--- src/sv/nmd_pkg.sv ---
// ----------------------------------------------------------------------------
// nmd_pkg
// Shared types and constants of the 3x3 neighbour max dilation block.
// ----------------------------------------------------------------------------
`default_nettype none

package nmd_pkg;

  localparam int CfgW   = 11;
  localparam int PixW   = 32;
  localparam int CoordW = 10;
  localparam int ByteW  = 8;

  localparam logic [CfgW-1:0] WidthReset  = CfgW'(640);
  localparam logic [CfgW-1:0] HeightReset = CfgW'(480);
  localparam logic [PixW-ByteW-1:0] InteriorTop = 24'hFF0000;

  typedef enum logic [0:0] {
    CfgImageWidth  = 1'b0,
    CfgImageHeight = 1'b1
  } cfg_reg_e;

  typedef struct packed {
    logic [PixW-1:0] pixel_in;
    logic            frame_start;
  } in_req_t;

  typedef struct packed {
    logic [CoordW-1:0] out_x;
    logic [CoordW-1:0] out_y;
    logic [PixW-1:0]   pixel_out;
    logic              last;
  } out_rsp_t;

endpackage

`default_nettype wire

--- src/sv/nmd_outq.sv ---
// ----------------------------------------------------------------------------
// nmd_outq
// Four-entry result queue; takes up to two results per cycle, drains one while ready_i is high.
// ----------------------------------------------------------------------------
`default_nettype none

module nmd_outq (
  input  wire logic              clk_i,
  input  wire logic              rst_ni,
  input  wire logic [1:0]        push_n_i,
  input  wire nmd_pkg::out_rsp_t push0_i,
  input  wire nmd_pkg::out_rsp_t push1_i,
  output logic                   room_o,
  output logic                   valid_o,
  output nmd_pkg::out_rsp_t      data_o,
  input  wire logic              ready_i
);

  localparam int Depth = 4;
  localparam int PtrW  = $clog2(Depth);
  localparam int CntW  = $clog2(Depth + 1);

  nmd_pkg::out_rsp_t mem_q [Depth];
  logic [PtrW-1:0] wr_q, wr_d, rd_q, rd_d;
  logic [CntW-1:0] cnt_q, cnt_d;
  logic            pop;

  assign valid_o = (cnt_q != '0);
  assign data_o  = mem_q[rd_q];
  assign room_o  = (cnt_q <= CntW'(Depth - 2));
  assign pop     = valid_o && ready_i;

  always_comb begin
    wr_d  = wr_q + PtrW'(push_n_i);
    rd_d  = rd_q + PtrW'(pop);
    cnt_d = cnt_q + CntW'(push_n_i) - CntW'(pop);
  end

  always_ff @(posedge clk_i or negedge rst_ni) begin
    if (!rst_ni) begin
      wr_q  <= '0;
      rd_q  <= '0;
      cnt_q <= '0;
    end else begin
      wr_q  <= wr_d;
      rd_q  <= rd_d;
      cnt_q <= cnt_d;
    end
  end

  always_ff @(posedge clk_i) begin
    if (push_n_i != 2'd0) begin
      mem_q[wr_q] <= push0_i;
    end
    if (push_n_i == 2'd2) begin
      mem_q[wr_q + PtrW'(1)] <= push1_i;
    end
  end

endmodule

`default_nettype wire
--- config.mk ---
export PLATFORM = sky130hd
export DESIGN_NAME = nmd_outq
export DESIGN_NICKNAME = d
export VERILOG_FILES = /design/src/sv/nmd_pkg.sv /design/src/sv/nmd_outq.sv
export SDC_FILE = /design/constraint.sdc
export NUM_CORES = 1
export LEC_CHECK = 0
export BUFFER_PORTS_ARGS = -buffer_cell sky130_fd_sc_hd__buf_4
export CORE_MARGIN = 1.5
export CORE_UTILIZATION = 30
export CTS_CLUSTER_DIAMETER = 50
export DETAILED_ROUTE_END_ITERATION = 8
export SYNTH_ARGS = -nofsm -noshare
export SYNTH_HDL_FRONTEND = slang
export SYNTH_SLANG_ARGS = --single-unit
--- constraint.sdc ---
create_clock -name clk_i -period 16.2 [get_ports clk_i]
set_clock_uncertainty 0.2 [all_clocks]
set_input_delay 3.24 -clock clk_i [delete_from_list [all_inputs] [get_ports clk_i]]
set_output_delay 3.24 -clock clk_i [all_outputs]
set_load 0.005 [all_outputs]
==> reports/qor.csv <==
stage;metric;value;unit
outcome;run_status;finished clean;
yosys;yosys_warnings;0;
global_route;grt_antenna_before_repair;1;
setup_path;rrSetupSlack;12.94;ns
clocking;cts_sinks;219;
floorplanning;coreArea;0.0347;mm2
job;maxCapViolCount;0;
drt;drc_errors;0;
clocking;clock-root-buffer;clkbuf_16;
timing;min_period_over_period;0.386;
clocking;cts-htree-levels;1;
floorplanning;die_area;0.0365;mm2
timing;setup_tns;0;ns
drt;wl_met3;1.35;mm
power_and_ir_drop;ir_drop;96.0;uV
drt;highest_layer;met5;
yosys;ys_seq_area_frac;0.617;
timing;rsz0062_at_grt;no;
timing;layout_min_cycle_time;6.25;ns
placed_design;placed_cells;1145;
clocking;cts_made_buffers;29;
drt;antenna_left;0;
finish;areaGrowthSynthToFinish;24.9;%
drt;via_per_inst;4.74;
yosys;synth_top_cell_by_area;edfxtp_1;
drt;firstDrtPassIters;4;
finish;final_layout_size_suffix_gt1_frac;0.662;
global_route;grt_pass1_wl;37.5;mm
setup_path;crit_path_end_kind;output port;
power_and_ir_drop;p_sw_frac;0.293;
timing;finalHoldViolations;0;
yosys;syn_area;0.0106;mm2
power_and_ir_drop;intPower;1.61;mW
drt;dr_wl_met2;12.5;mm
finish;mostFrequentLayoutCells;212 x mux2_2, 212 x edfxtp_1, 175 x buf_4;
power_and_ir_drop;p_clk_frac;0.269;
floorplanning;io_pins;166;
finish;n_antenna_cell;0;
power_and_ir_drop;leakage;4.61;nW
yosys;netlist-cell-type-count;25;
power_and_ir_drop;power_frac_comb;0.316;
timing;holdWs;0.382;ns
placed_design;dp_hpwl;14.4;mm
finish;fillCellCount;3262;
setup_path;path_class;reg -> out;
floorplanning;die_h;191;um
timing;max_freq;160;MHz
placed_design;gp_congestion;0.658;
yosys;ys_seq_elements;219;
finish;seqCellArea;0.00655;mm2
setup_path;cp_data_required_time;12.76;ns
timing;finalMaxSlewViolations;0;
timing;worst_slew_margin_rel;0.375;
global_route;grt_pass1_vias;6242;
global_route;overflow;0;
yosys;syn_inst;552;
floorplanning;die_w;191;um
clocking;cts_hold_buf;0;
floorplanning;start_util;0.306;
finish;stdcell_count;1198;
clocking;post-cts-setup-buffers;0;
clocking;cts_tree;done;
drt;routed_wl;24.7;mm
drt;vias;5682;
drt;drt-met1-wl;10.4;mm
global_route;grt_start_max_net_pins;55;
drt;drt_iter0_drc;200;
drt;wl_per_cell;20.6;um
yosys;synth_nets;667;
clocking;cts_buffer_depth;3;
placed_design;io_buffers;165;
clocking;worstSkewPairLatency;0.53;ns
floorplanning;rows;68;
finish;multi_input_area;0.00388;mm2
clocking;post_cts_resized;0;
setup_path;arrival;2.81;ns
min_path;hp-class;reg -> reg;
timing;worstMarginPinSlew;0.938;ns
global_route;groute.usage.overall;0.136;
power_and_ir_drop;p_switching;668;uW
yosys;synth_top_area_share;0.600;
power_and_ir_drop;pwr-share-seq;0.415;
setup_path;start_kind;register;
yosys;yosys-top-cells-area;edfxtp_1 60%, mux2_2 23%, mux4_2 11%;
setup_path;path_max_fanout;31;
timing;finalSetupViolCount;0;
finish;final_net_count;836;
yosys;syn_area_per_cell;19.2;um2
clocking;clkTransAtPathRegs;0.05;ns
power_and_ir_drop;p_per_area;172;mW/mm2
## layout make-up
| class | count | area share |
|---|---|---|
| tap | 455 | 0.0430 |
| clock inverter | 15 | 0.0114 |
| timing repair buffer | 175 | 0.0992 |
| multi-input combinational | 292 | 0.293 |
| clock buffer | 38 | 0.0581 |
| sequential | 219 | 0.494 |
| inverter | 4 | 0.00113 |
## worst max-delay path, stage by stage, from the launching register on
cell and delay [ns]:
dfrtp_4 0.77, buf_4 0.68, mux4_2 0.63, buf_4 0.16
## final timing paths
check,startpoint,end,depth (start not counted)
setup / recovery,rd_q[0],data_o[19],3
hold / removal,cnt_q[2],cnt_q[2],1
setup reg to reg,wr_q[1],mem_q[2][28],4
hold reg to reg,cnt_q[2],cnt_q[2],1
max in group asynchronous,rst_ni,rd_q[0],1
min in group asynchronous,rst_ni,rd_q[1],1
## power groups by stage
stage	clock network, mW	registers, mW	logic (mW)
final	0.613	0.945	0.720
after floorplan	0	0.900	0.458
after detailed placement	0	0.963	0.745
after global routing	0.651	0.968	0.781
after CTS	0.631	0.953	0.748
after global placement	0	0.959	0.742
## Yosys cell counts
master,n
edfxtp_1,212
mux2_2,212
mux4_2,53
buf_2,24
dfrtp_1,7
buf_6,6
xnor2_1,6
clkbuf_1,5
inv_1,4
ha_1,3
and4bb_2,2
mux2i_1,2
nor2_1,2
o21ai_0,2
o21bai_1,2
a21oi_1,1
buf_1,1
clkbuf_2,1
fa_1,1
nand4b_1,1
nor4b_4,1
o311ai_0,1
o31ai_1,1
or2_2,1
or3_1,1
## sequential cells by signal, indices dropped and copies added (netlist names)
register	cells
wr_q	2
mem_q	212
cnt_q	3
rd_q	2
## routing by layer
layer	GRT usage	up-vias
li1	-	2623
met1	0.173	2866
met2	0.236	153
met3	0.0266	38
met4	0.0345	2
met5	0	-
## logic make-up after synthesis
| group | after synthesis | synth area share |
|---|---|---|
| DFF | 219 | 0.617 |
| and+or+nand+nor | 8 | 0.00731 |
| AOI/OAI and AO/OA | 7 | 0.00436 |
| muxes | 267 | 0.340 |
| buffers and inverters | 41 | 0.0217 |
| adders and majority gates | 4 | 0.00543 |
| xor gates and xnor gates | 6 | 0.00495 |
## through the flow
stage	util	total power, mW	setup WS (ns)	area [um2]
6_report	0.382	2.28	9.95	13200
5_1_grt	0.382	2.40	9.73	13200
4_1_cts	0.382	2.33	9.79	13200
3_5_place_dp	0.355	1.71	9.99	12300
3_3_place_gp	0.355	1.70	10.01	12300
2_1_floorplan	-	1.36	8.24	10600
Power figures use the tool's default switching activity.
